--- src/rtl/pigg_pkg.sv ---
`default_nettype none
package pigg_pkg;

  localparam int POS_W   = 32;
  localparam int ANG_W   = 16;
  localparam int REG_W   = 31;
  localparam int CW      = 45;  // CORDIC x/y, covers 2^41 start plus gain
  localparam int ZW      = 34;
  localparam int MW      = 33;  // multiplier operand width
  localparam int PW      = 2 * MW;
  localparam int OFF_W   = 33;
  localparam int SQ_W    = 64;
  localparam int ROOT_W  = 33;
  localparam int DISP_W  = 35;
  localparam int NORM_BIT  = 40;
  localparam int COARSE_BIT = 32;
  localparam int COARSE_SHIFT = 8;
  localparam longint INV_GAIN_Q30 = 64'd652032874;

  localparam logic [REG_W-1:0] MAX_STEP_RST = 31'd65536;
  localparam logic [REG_W-1:0] GOAL_TOL_RST = 31'd6554;

  localparam logic CFG_MAX_STEP = 1'b0;
  localparam logic CFG_GOAL_TOL = 1'b1;

  localparam logic CMD_MOVE = 1'b0;
  localparam logic CMD_GOAL = 1'b1;

  typedef struct packed {
    logic start;
    logic vectoring;
  } cordic_ctrl_t;

  function automatic logic [31:0] atan_entry(input logic [4:0] i);
    logic [31:0] v;
    case (i)
      5'd0:  v = 32'h20000000;
      5'd1:  v = 32'h12E4051E;
      5'd2:  v = 32'h09FB385B;
      5'd3:  v = 32'h051111D4;
      5'd4:  v = 32'h028B0D43;
      5'd5:  v = 32'h0145D7E1;
      5'd6:  v = 32'h00A2F61E;
      5'd7:  v = 32'h00517C55;
      5'd8:  v = 32'h0028BE53;
      5'd9:  v = 32'h00145F2F;
      5'd10: v = 32'h000A2F98;
      5'd11: v = 32'h000517CC;
      5'd12: v = 32'h00028BE6;
      5'd13: v = 32'h000145F3;
      5'd14: v = 32'h0000A2FA;
      5'd15: v = 32'h0000517D;
      5'd16: v = 32'h000028BE;
      5'd17: v = 32'h0000145F;
      5'd18: v = 32'h00000A30;
      5'd19: v = 32'h00000518;
      5'd20: v = 32'h0000028C;
      5'd21: v = 32'h00000146;
      5'd22: v = 32'h000000A3;
      5'd23: v = 32'h00000051;
      5'd24: v = 32'h00000029;
      5'd25: v = 32'h00000014;
      5'd26: v = 32'h0000000A;
      5'd27: v = 32'h00000005;
      5'd28: v = 32'h00000003;
      5'd29: v = 32'h00000001;
      5'd30: v = 32'h00000001;
      default: v = 32'h00000000;
    endcase
    return v;
  endfunction

endpackage
`default_nettype wire

--- src/rtl/pigg_isqrt.sv ---
`default_nettype none
// Bit-pair square root, one result bit per cycle, rounded to nearest.
module pigg_isqrt (
  input  logic                             clk,
  input  logic                             rst,
  input  logic                             start,
  input  logic [pigg_pkg::SQ_W-1:0]        value,
  output logic [pigg_pkg::ROOT_W-1:0]      root,
  output logic                             done
);

  logic                        busy;
  logic [pigg_pkg::SQ_W-1:0]   r, rem, bitm, trial;

  assign trial = r + bitm;
  // remainder is v - r*r, so round up when it exceeds r
  assign root  = (rem > r) ? pigg_pkg::ROOT_W'(r + 1'b1) : pigg_pkg::ROOT_W'(r);

  always_ff @(posedge clk) begin
    if (rst) begin
      busy <= 1'b0;
      done <= 1'b0;
    end else begin
      done <= 1'b0;
      if (start) begin
        busy <= 1'b1;
      end else if (busy && bitm[0]) begin
        busy <= 1'b0;
        done <= 1'b1;
      end
    end
  end

  always_ff @(posedge clk) begin
    if (start) begin
      r    <= '0;
      rem  <= value;
      bitm <= pigg_pkg::SQ_W'(1) << (pigg_pkg::SQ_W - 2);
    end else if (busy) begin
      if (rem >= trial) begin
        rem <= rem - trial;
        r   <= (r >> 1) + bitm;
      end else begin
        r   <= r >> 1;
      end
      bitm <= bitm >> 2;
    end
  end

endmodule
`default_nettype wire

--- config.mk ---
export PLATFORM = sky130hd
export DESIGN_NAME = pigg_isqrt
export DESIGN_NICKNAME = d
export VERILOG_FILES = /design/src/rtl/pigg_pkg.sv /design/src/rtl/pigg_isqrt.sv
export SDC_FILE = /design/constraint.sdc
export NUM_CORES = 1
export LEC_CHECK = 0
export BUFFER_PORTS_ARGS = -buffer_cell sky130_fd_sc_hd__clkbuf_2
export CELL_PAD_IN_SITES_DETAIL_PLACEMENT = 1
export CELL_PAD_IN_SITES_GLOBAL_PLACEMENT = 1
export CORE_MARGIN = 2
export CORE_UTILIZATION = 51
export DETAILED_ROUTE_END_ITERATION = 7
export PLACE_DENSITY_LB_ADDON = 0.1
export SYNTH_ARGS = -nofsm -noshare
export SYNTH_HDL_FRONTEND = slang
export SYNTH_SLANG_ARGS = --single-unit
export TNS_END_PERCENT = 50
--- constraint.sdc ---
create_clock -name clk -period 17.2 [get_ports clk]
set_clock_uncertainty 0.1 [all_clocks]
set_input_delay 1.72 -clock clk [delete_from_list [all_inputs] [get_ports clk]]
set_output_delay 1.72 -clock clk [all_outputs]
set_load 0.005 [all_outputs]
==> out/results.ini <==
[placed_design]
dp.cells=2690
hpwl_um=50200
numPortBuffers=100
dp_slack_ps=9610
gp_congestion=0.933

[logic_synthesis]
synth_cell_types=77
synth_xor_area_share_pct=8.87
synth-seq-cells=162
synthAdderAreaFrac_pct=14.2
synth_ff_type=dfxtp_1
synth_mux_area_share_pct=2.70
synth_simple_gate_area_share_pct=20.3
synth_fp_nets=2522
synth_compound_area_share_pct=26.7
synth_top_family_by_area=compound AO/OA/AOI/OAI gates
async_flop_share_pct=0
netlist_area_um2=17300
syn_area_per_cell_um2=7.65
yosysSeqAreaShare_pct=22.5
synth-edff-count=64
yosysWarnings=0
postSynthCellCount=2259

[critical_path]
critPathKind=reg2reg
cp-start-kind=flop
required_ps=17190
cp.arrival_ps=7750
end_kind=flop
cp_max_fo=64

[floorplan]
dieHeight_um=188
initial_core_util_pct=51.7
core_um2=33400
pin_count=101
die_x_um=188
fp.dieArea_um2=35400
rows=67

[clock_network]
htree_levels=4
cts_buffers=17
clkSinkCount=162
path_clk_slew_ps=70
tritoncts=yes
cts_hold_buf=0
clock_latency_ps=470
root_buffer=clkbuf_16
cts_resized=0
clk_path_buf_depth=2
post_cts.repair.setup_buffers=0

[finish]
multi_input_area_um2=12600
syn_to_final_growth_pct=7.43
nets=2524
fillers=4214
final_common_cell=nand2_1
regArea_um2=3890
fin_util_pct=55.5
drive_gt1_share_pct=7.83
diodes=0
final_cell_mix=261 x nand2_1, 203 x o21ai_0, 195 x ha_1
fin_cells=2722

[sta]
tightest_slew_ps=935
fin_ws_ps=9450
period_needed_ps=7750
final.setup.tns_ps=0
slew_headroom_pct=37.7
rsz0062_at_grt=no
hold_viol=0
finalMaxSlewViolations=0
fmax_mhz=129
layout_worst_path_cycle_share_pct=45.1
final-setup-viol-count=0

[global_routing]
grt_max_degree=116
grt_overflow=0
antenna_found_initial=0
grt_pass1_wl_um=102000
grt_usage_pct=36.4
grt_pass1_vias=17800

[routing]
dr.pass1.iters=5
vias=18100
wl_um=64800
ant_nets=0
vias_per_cell=6.66
drc=0
drt_iter0_markers=1601
routedWlPerCell_um=23.8

[power]
p_per_area_nw_per_um2=164
peakVddDrop_v=0.000112
leakage_nw=7.21

[hold_path]
hp-class=reg2reg

[job]
max_cap_viol_count=0

[run_status]
status=finished clean

==> final timing paths <==
check,startpoint,cells after the start,to,slack (ps)
min,bitm[62]$_SDFFE_PP1P_,1,bitm[62]$_SDFFE_PP1P_,460
min reg2reg,bitm[62]$_SDFFE_PP1P_,1,bitm[62]$_SDFFE_PP1P_,460
max,r[2]$_SDFFE_PP0P_,20,rem[13]$_DFFE_PP_,9450
max reg2reg,r[2]$_SDFFE_PP0P_,20,rem[13]$_DFFE_PP_,9450
==> stage by stage <==
stage               hold slack, ps  area [µm²]  total power [mW]
floorplan                      368       17300              1.97
global placement               429       17900              2.47
detailed placement             438       17900              2.54
CTS                            458       18600              2.98
global route                   487       18600              3.23
finish                         464       18600              3.04
==> Yosys cell counts, drive strengths merged, types with 6 or more instances <==
cell type	n	area (µm²)
nand2	261	980
o21ai	205	1030
ha	195	2440
nor2	187	702
a21oi	148	741
xnor2	118	1030
clkbuf	101	379
dfxtp	98	1960
inv	87	327
a21o	74	556
nand4	69	432
nand3	67	335
edfxtp	64	1920
a31oi	58	369
xor2	57	499
mux2i	41	410
nor3	33	170
a211oi	32	258
a311oi	31	272
o21bai	28	210
and3	26	163
buf	25	121
o31ai	23	191
or3	22	138
a221oi	19	166
and2	18	113
nor4	18	113
nor2b	15	93.8
a31o	14	123
o211ai	14	105
o21a	14	105
nand2b	13	81.3
and4	11	96.3
a21boi	6	45.0
o22ai	6	37.5
==> layer usage <==
metal	vias up	wire, µm	track usage, %
met1	8894	31400	56.6
li1	8357	-	-
met3	80	5290	3.84
met4	0	1220	9.87
met5	-	0	0
met2	802	26900	52.7
==> worst max-delay path, stage by stage, from the launching register on <==
cell	delay (ps)
dfxtp_1	430
ha_1	400
a31oi_1	160
a211oi_1	450
nor4b_1	440
nor2_1	140
o41ai_1	580
a31oi_1	230
xnor2_1	210
ha_1	420
nand4_1	180
or3_1	430
or4_1	520
nor4_1	440
a31oi_1	190
o21ai_2	160
or2_2	160
buf_4	510
nand2_1	320
nand2b_2	140
buf_4	690
==> sequential cells by signal (all words and copies together), names as in the netlist <==
| signal | count |
|---|---|
| r | 64 |
| rem | 64 |
| busy | 1 |
| done | 1 |
| bitm | 32 |
==> cells by family after synthesis <==
group	count (synthesis)
AOI/OAI and AO/OA	715
xor gates and xnor gates	175
adders and majority gates	196
buffers and inverters	213
DFF	162
muxes	46
and+or+nand+nor	752
==> final cells by class <==
| class | count | share of cell area, % |
|---|---|---|
| clock buffer | 26 | 3.15 |
| clock inverter | 6 | 0.263 |
| inverter | 87 | 1.76 |
| multi-input combinational | 1884 | 67.8 |
| sequential | 162 | 20.9 |
| tap | 448 | 3.02 |
| timing repair buffer | 109 | 3.09 |
==> report_power, final <==
group	total, mW	internal, mW	switching, mW
combinational	1.92	0.701	1.22
sequential	0.701	0.540	0.160
clock	0.416	0.237	0.179
Power figures use the tool's default switching activity.
