<file path="src/rtl/pigg_pkg.sv">
`default_nettype none
package pigg_pkg;

  localparam int POS_W   = 32;
  localparam int ANG_W   = 16;
  localparam int REG_W   = 31;
  localparam int CW      = 45;  // CORDIC x/y, covers 2^41 start plus gain
  localparam int ZW      = 34;
  localparam int MW      = 33;  // multiplier operand width
  localparam int PW      = 2 * MW;
  localparam int OFF_W   = 33;
  localparam int SQ_W    = 64;
  localparam int ROOT_W  = 33;
  localparam int DISP_W  = 35;
  localparam int NORM_BIT  = 40;
  localparam int COARSE_BIT = 32;
  localparam int COARSE_SHIFT = 8;
  localparam longint INV_GAIN_Q30 = 64'd652032874;

  localparam logic [REG_W-1:0] MAX_STEP_RST = 31'd65536;
  localparam logic [REG_W-1:0] GOAL_TOL_RST = 31'd6554;

  localparam logic CFG_MAX_STEP = 1'b0;
  localparam logic CFG_GOAL_TOL = 1'b1;

  localparam logic CMD_MOVE = 1'b0;
  localparam logic CMD_GOAL = 1'b1;

  typedef struct packed {
    logic start;
    logic vectoring;
  } cordic_ctrl_t;

  function automatic logic [31:0] atan_entry(input logic [4:0] i);
    logic [31:0] v;
    case (i)
      5'd0:  v = 32'h20000000;
      5'd1:  v = 32'h12E4051E;
      5'd2:  v = 32'h09FB385B;
      5'd3:  v = 32'h051111D4;
      5'd4:  v = 32'h028B0D43;
      5'd5:  v = 32'h0145D7E1;
      5'd6:  v = 32'h00A2F61E;
      5'd7:  v = 32'h00517C55;
      5'd8:  v = 32'h0028BE53;
      5'd9:  v = 32'h00145F2F;
      5'd10: v = 32'h000A2F98;
      5'd11: v = 32'h000517CC;
      5'd12: v = 32'h00028BE6;
      5'd13: v = 32'h000145F3;
      5'd14: v = 32'h0000A2FA;
      5'd15: v = 32'h0000517D;
      5'd16: v = 32'h000028BE;
      5'd17: v = 32'h0000145F;
      5'd18: v = 32'h00000A30;
      5'd19: v = 32'h00000518;
      5'd20: v = 32'h0000028C;
      5'd21: v = 32'h00000146;
      5'd22: v = 32'h000000A3;
      5'd23: v = 32'h00000051;
      5'd24: v = 32'h00000029;
      5'd25: v = 32'h00000014;
      5'd26: v = 32'h0000000A;
      5'd27: v = 32'h00000005;
      5'd28: v = 32'h00000003;
      5'd29: v = 32'h00000001;
      5'd30: v = 32'h00000001;
      default: v = 32'h00000000;
    endcase
    return v;
  endfunction

endpackage
`default_nettype wire

</file>
<file path="src/rtl/pigg_cordic.sv">
`default_nettype none
// Shared iterative CORDIC: one micro-rotation per cycle, rotation or vectoring.
module pigg_cordic #(
  parameter int STAGES = 16
) (
  input  logic                              clk,
  input  logic                              rst,
  input  pigg_pkg::cordic_ctrl_t            ctrl,
  input  logic signed [pigg_pkg::CW-1:0]    x0,
  input  logic signed [pigg_pkg::CW-1:0]    y0,
  input  logic signed [pigg_pkg::ZW-1:0]    z0,
  output logic signed [pigg_pkg::CW-1:0]    x,
  output logic signed [pigg_pkg::CW-1:0]    y,
  output logic signed [pigg_pkg::ZW-1:0]    z,
  output logic                              done
);

  localparam int IDX_W = (STAGES > 1) ? $clog2(STAGES) : 1;
  localparam logic [IDX_W-1:0] LAST = IDX_W'(STAGES - 1);

  logic             busy;
  logic             mode;
  logic [IDX_W-1:0] cnt;
  logic signed [pigg_pkg::CW-1:0] xs, ys;
  logic signed [pigg_pkg::ZW-1:0] at;
  logic             ccw;

  always_comb begin
    xs  = x >>> cnt;
    ys  = y >>> cnt;
    at  = pigg_pkg::ZW'(pigg_pkg::atan_entry(5'(cnt)));
    // vectoring drives y to zero, rotation drives z to zero
    ccw = mode ? y[pigg_pkg::CW-1] : ~z[pigg_pkg::ZW-1];
  end

  always_ff @(posedge clk) begin
    if (rst) begin
      busy <= 1'b0;
      done <= 1'b0;
      cnt  <= '0;
    end else begin
      done <= 1'b0;
      if (ctrl.start) begin
        busy <= 1'b1;
        cnt  <= '0;
      end else if (busy) begin
        if (cnt == LAST) begin
          busy <= 1'b0;
          done <= 1'b1;
        end else begin
          cnt <= cnt + 1'b1;
        end
      end
    end
  end

  always_ff @(posedge clk) begin
    if (ctrl.start) begin
      x    <= x0;
      y    <= y0;
      z    <= z0;
      mode <= ctrl.vectoring;
    end else if (busy) begin
      if (ccw) begin
        x <= x - ys;
        y <= y + xs;
        z <= z - at;
      end else begin
        x <= x + ys;
        y <= y - xs;
        z <= z + at;
      end
    end
  end

endmodule
`default_nettype wire

</file>
<file path="config.mk">
export PLATFORM = sky130hd
export DESIGN_NAME = pigg_cordic
export DESIGN_NICKNAME = d
export VERILOG_FILES = /design/src/rtl/pigg_pkg.sv /design/src/rtl/pigg_cordic.sv
export SDC_FILE = /design/constraint.sdc
export NUM_CORES = 1
export LEC_CHECK = 0
export BUFFER_PORTS_ARGS = -buffer_cell sky130_fd_sc_hd__buf_2
export CORE_MARGIN = 5
export CORE_UTILIZATION = 25
export CTS_CLUSTER_SIZE = 25
export DETAILED_ROUTE_END_ITERATION = 16
export PLACE_DENSITY = 0.39
export SLEW_MARGIN = 5
export SYNTH_ARGS = -nofsm -noshare
export SYNTH_HDL_FRONTEND = slang
export SYNTH_SLANG_ARGS = --single-unit
</file>
<file path="constraint.sdc">
create_clock -name clk -period 8.69 [get_ports clk]
set_input_delay 0.4345 -clock clk [delete_from_list [all_inputs] [get_ports clk]]
set_output_delay 0.4345 -clock clk [all_outputs]
set_load 0.01 [all_outputs]
</file>
==> impl_metrics.toml, run 1 <==
[die]
die_h_um = 298
coreArea_um2 = 82200
dieArea_um2 = 88800
io-pin-count = 253
die_w_um = 298
initial_core_util = 0.252
rows = 105

[place]
io_buffers = 252
place_hpwl_um = 70300
globalplace.congestion = 0.919

[cts]
cts_buffers = 17
cts_setup_buffers = 0
htreeDepth = 4
hold_buffers = 0
cts-root-buf = "clkbuf_16"
cts_tree = "built"
ctsResizeCount = 0
clk_pin_slew_worst_paths_ps = 80
clock_path_buffers = 2
clock_sink_count = 161
insertion_delay_ps = 520

[timing]
finalClockSkew_ps = 25.3
final-setup-viol-count = 0
rsz0062_at_grt = "no"
maxSlewViolCount = 0
tightest_slew_ps = 1030
hold_violations = 0
finalCritPeriodShare = 0.839
period_needed_ps = 7290
fin_setup_tns_ps = 0
fmax_mhz = 137
slew-limit-headroom = 0.301

[outcome]
status = "complete, no violations"

[routing]
ant_nets = 0
dr.pass1.iters = 6
drc = 0
wirelength_um = 88100
dr.first_iter.drc_count = 1372
wl_per_cell_um = 23.9
routed-via-count = 19900
drt-vias-per-instance = 5.40

[logic_synthesis]
ys_warn_count = 0
synth_edf_count = 125
yosysTopAreaCell = "edfxtp_1"
ys_top_cells_by_area = "edfxtp_1 (18%), mux4_2 (9.0%), ha_1 (8.5%)"
ys_async_sr_fraction = 0
yosysMostFrequentCell = "nand2_1"
synth_area_per_cell_um2 = 8.52
synth.distinct_cells = 98
ys_ff_latch = 161
syn_area_um2 = 20700
synth_fp_nets = 2707
yosysSeqAreaShare = 0.216
synthDominantCellAreaShare = 0.181
netlist_top_cells_count = "nand2_1 (331), o21ai_0 (226), a21oi_1 (214)"
synthCells = 2435
synth_top_flop_cell = "edfxtp_1"

[global_routing]
grt_pass1_wl_um = 129000
grt_start_max_net_pins = 79
first_global_vias = 20100
track_usage = 0.191
antenna_found_initial = 6
grt_overflow = 0

[cells_and_area]
final_layout_size_suffix_gt1_frac = 0.191
nFillCells = 8913
syn2layout_area_growth_pct = 13.5
final_nets = 2869

[worst_setup_path]
critPathMaxFanout = 58
cp.arrival_ps = 7530
endpoint_kind = "flop"
critPathKind = "flop to flop"
cp_data_required_time_ps = 8930
setup.worst_path.start_class = "flop"
ff2ff_path_depth = 25

[min_path]
worst_hold_path.num_cells = 2
hp-class = "primary input to flop"

[flow_run]
drv_cap = 0
## state kept, by name (all words and copies together) (netlist names)
register	count
at	30
busy	1
cnt	4
done	1
mode	1
x	45
y	45
z	34
## placed cells by master (no fill, tap or decap), drive strengths merged, types with 86 or more instances in the layout
cell,netlist,layout
edfxtp,125,125
ha,141,141
xor2,97,97
mux4,90,90
xnor2,118,118
o21ai,237,237
buf,55,276
a21oi,215,215
nor2,139,139
mux2i,86,86
nand2,332,332
## stage by stage
step	util	cells	cell area, um2	worst slack, ps	hold WS, ps
2_1_floorplan	-	2435	20700	2010	436
3_3_place_gp	0.279	3648	22900	1650	461
3_5_place_dp	0.279	3648	22900	1480	468
4_1_cts	0.286	3680	23500	1450	48.4
5_1_grt	0.286	3680	23500	868	78.5
6_report	0.286	3683	23500	1400	97.6
## routing by layer
metal | GRT usage | vias to the layer above | routed length (um)
met3 | 0.0291 | 89 | 4010
met2 | 0.335 | 577 | 43400
met1 | 0.244 | 9765 | 38600
met5 | 0 | - | 13
li1 | - | 9442 | -
met4 | 0.0516 | 2 | 2080
## worst paths after layout
kind | from | to | slack [ps]
worst max-delay path | cnt[1] | y[44] | 1400
worst min-delay path | rst | busy | 100
worst max register to register | cnt[1] | y[44] | 1400
worst min register to register | busy | done | 470
## layout make-up
type                            instances  area, um2  share of cell area
Clock inverter                         13        131             0.00558
Timing Repair Buffer                  276       1450              0.0615
Antenna cell                            3       7.51            0.000319
Clock buffer                           19        454              0.0193
Multi-Input combinational cell       2082      15400               0.656
Sequential cell                       161       4490               0.191
Tap cell                             1070       1340              0.0569
Inverter                               59        221             0.00941
## worst max-delay path, cell delays in order, from the launching register on
cell       delay [ps]
dfxtp_4          1000
buf_4             550
nand2b_1          180
o2bb2ai_1         460
a21oi_1           130
nand2_1           110
nand2_1            80
ha_1              230
inv_1             110
a211oi_4           80
nand4_2           170
inv_1              70
nand3_1           120
nand2_1            80
xnor2_1           230
ha_1              300
and3_1            210
and3_1            210
o2111ai_1         120
nand3_1           170
o41ai_1           930
nor3_1            190
o41ai_1           740
o41ai_1           230
xnor2_1           190
o21ai_1            70
## logic make-up (layout without fill, tap and decap cells)
family	Yosys count	count (layout)	synth area share
AO/OA/AOI/OAI	758	758	0.226
adder cells (fa/ha/maj)	144	144	0.0880
XOR/XNOR	215	215	0.0908
flip-flops	161	161	0.216
buffers and inverters	192	367	0.0412
multiplexers	231	231	0.170
other	0	3	0
AND/OR/NAND/NOR	734	734	0.167
Power of run 1 is not shown: default switching activity piles up to over one toggle a cycle in this logic, so the estimate is an artifact.
==> inputs of run 2 (changes only) <==
--- a/config.mk
+++ b/config.mk
@@ -5,12 +5,13 @@
 export SDC_FILE = /design/constraint.sdc
 export NUM_CORES = 1
 export LEC_CHECK = 0
+export ABC_AREA = 1
 export BUFFER_PORTS_ARGS = -buffer_cell sky130_fd_sc_hd__buf_2
 export CORE_MARGIN = 5
 export CORE_UTILIZATION = 25
 export CTS_CLUSTER_SIZE = 25
 export DETAILED_ROUTE_END_ITERATION = 16
-export PLACE_DENSITY = 0.39
+export PLACE_DENSITY = 0.4
 export SLEW_MARGIN = 5
 export SYNTH_ARGS = -nofsm -noshare
 export SYNTH_HDL_FRONTEND = slang
==> constraint.sdc (replaced) <==
create_clock -name clk -period 6.5 [get_ports clk]
set_input_delay 0.325 -clock clk [delete_from_list [all_inputs] [get_ports clk]]
set_output_delay 0.325 -clock clk [all_outputs]
set_load 0.01 [all_outputs]
==> run 2 against run 1 <==
Final area increased by 5.9%. Critical path type unchanged. Synthesized cell count is 48% higher. Sequential share of layout area decreased by 1.1 points. Highest routed layer is now met4. Largest cell class unchanged. Via count increased by 25%. Flip-flop and latch count is the same. Cell count grew 34%.
==> impl_metrics.toml, run 2 <==
[routing]
ant_nets = 0
wirelength_um = 109000
drt-vias-per-instance = 5.02
wl_per_cell_um = 21.9
dr.pass1.iters = 6
drc = 0
dr.first_iter.drc_count = 1982
routed-via-count = 24800

[logic_synthesis]
yosysSeqAreaShare = 0.204
synth_edf_count = 125
synth_top_flop_cell = "edfxtp_1"
synth_fp_nets = 3879
synth_area_per_cell_um2 = 6.09
ys_warn_count = 0
synthCells = 3607
ys_top_cells_by_area = "nand2_1 (18%), edfxtp_1 (17%), nand3_1 (13%)"
syn_area_um2 = 22000
netlist_top_cells_count = "nand2_1 (1,029), nand3_1 (578), inv_1 (342)"
synth.distinct_cells = 59
yosysMostFrequentCell = "nand2_1"
yosysTopAreaCell = "nand2_1"
ys_ff_latch = 161
synthDominantCellAreaShare = 0.176
ys_async_sr_fraction = 0

[die]
die_h_um = 306
initial_core_util = 0.252
dieArea_um2 = 93800
rows = 108
die_w_um = 306
coreArea_um2 = 87000
io-pin-count = 253

[place]
globalplace.congestion = 0.964
pre_cts_slack_ps = 1070
io_buffers = 252
dp_cells = 4919
place_hpwl_um = 90100

[cts]
clk_pin_slew_worst_paths_ps = 80
clock_path_buffers = 2
insertion_delay_ps = 540
htreeDepth = 4
cts_buffers = 17
clock_sink_count = 161
cts-root-buf = "clkbuf_16"
ctsResizeCount = 0
cts_tree = "built"

[worst_setup_path]
critPathMaxFanout = 50
critPathKind = "flop to flop"
path_buf_inv = 5
cp.arrival_ps = 5870
cp_data_required_time_ps = 6740
path_common_cell = "nand3_1"
critPathTopFamily = "simple AND/OR/NAND/NOR gates"
setup.worst_path.start_class = "flop"
critPathSlowestCell = "nor4_1"
endpoint_kind = "flop"
crit_path_max_incr_delay_ps = 720

[global_routing]
grt_pass1_wl_um = 158000
use_met1 = 0.286
grt_use_met2 = 0.375
antenna_found_initial = 2
track_usage = 0.224
first_global_vias = 24300
grt-busiest-layer = "met2"
gr-usage-met3 = 0.0435
grt_overflow = 0
grt_start_max_net_pins = 93

[cells_and_area]
final_cells = 4953
final_cell_mix = "nand2_1 (1,028), nand3_1 (578), inv_1 (339), nor2_1 (328), buf_2 (251)"
reg_top3 = "x: 45 flops, y: 45 flops, z: 34 flops"
final_layout_size_suffix_gt1_frac = 0.121
final_core_util = 0.286
n_antenna_cell = 0
final_nets = 4057
syn2layout_area_growth_pct = 13.5
nFillCells = 10100
final_common_cell = "nand2_1"

[timing]
fin_setup_tns_ps = 0
tightest_slew_ps = 1050
maxSlewViolCount = 0
period_needed_ps = 5630
rsz0062_at_grt = "no"
final-setup-viol-count = 0
finalClockSkew_ps = 31.2
fmax_mhz = 178
slew-limit-headroom = 0.299
finalWorstSetupSlack_ps = 871
hold_violations = 0
finalCritPeriodShare = 0.866

[min_path]
hp-class = "primary input to flop"

[flow_run]
drv_cap = 0

[outcome]
status = "complete, no violations"
## run 2: logic make-up (layout without fill, tap and decap cells)
logic type	Yosys count	count (layout)	share of synthesized area
DFF	161	161	0.204
buffers and inverters	477	668	0.0900
xor gates and xnor gates	140	140	0.0558
and+or+nand+nor	2161	2161	0.430
AOI/OAI and AO/OA	524	524	0.137
adders and majority gates	144	144	0.0831
## run 2: repair_timing
action | in CTS | in global routing
setup buffers | 0 | 0
hold buffers | 2 | 0
hold endpoints to repair | 2 | 0
## run 2: layer usage
layer  wire length, um  vias to the layer above  part of all wire
met5                 0                        -                 0
met4              3870                        0             0.036
met3              6850                      110             0.063
met2             51500                      722              0.47
met1             46500                    11600              0.43
li1                  -                    12500                 -
## run 2: tightest hold or removal path, cell delays in order
cell	delay, ps
buf_2	70
nand2_1	40
nand2_1	50
## run 2: layout make-up
type / instances / area (um2) / share of cell area
Inverter: 353 / 1330 / 0.0533
Clock inverter: 13 / 115 / 0.00462
Multi-Input combinational cell: 2969 / 15500 / 0.623
Timing Repair Buffer: 283 / 1570 / 0.0629
Clock buffer: 19 / 464 / 0.0186
Sequential cell: 161 / 4480 / 0.180
Tap cell: 1155 / 1450 / 0.0580
## run 2: worst paths after layout
path                            startpoint  endpoint  slack, ps  cells past startpoint
worst max-delay path                cnt[1]     x[41]        870                     26
worst min-delay path                z0[20]     z[20]         60                      3
worst min register to register        busy      done        570                      2
worst max register to register      cnt[1]     x[41]        870                     26
## run 2: metrics by stage
step	cell area, um2	hold slack [ps]
5_1_grt	24900	53.2
3_5_place_dp	24300	507
6_report	24900	59.6
4_1_cts	24900	19.2
2_1_floorplan	22000	394
3_3_place_gp	24300	497
Power of run 2 is left out for the same reason.
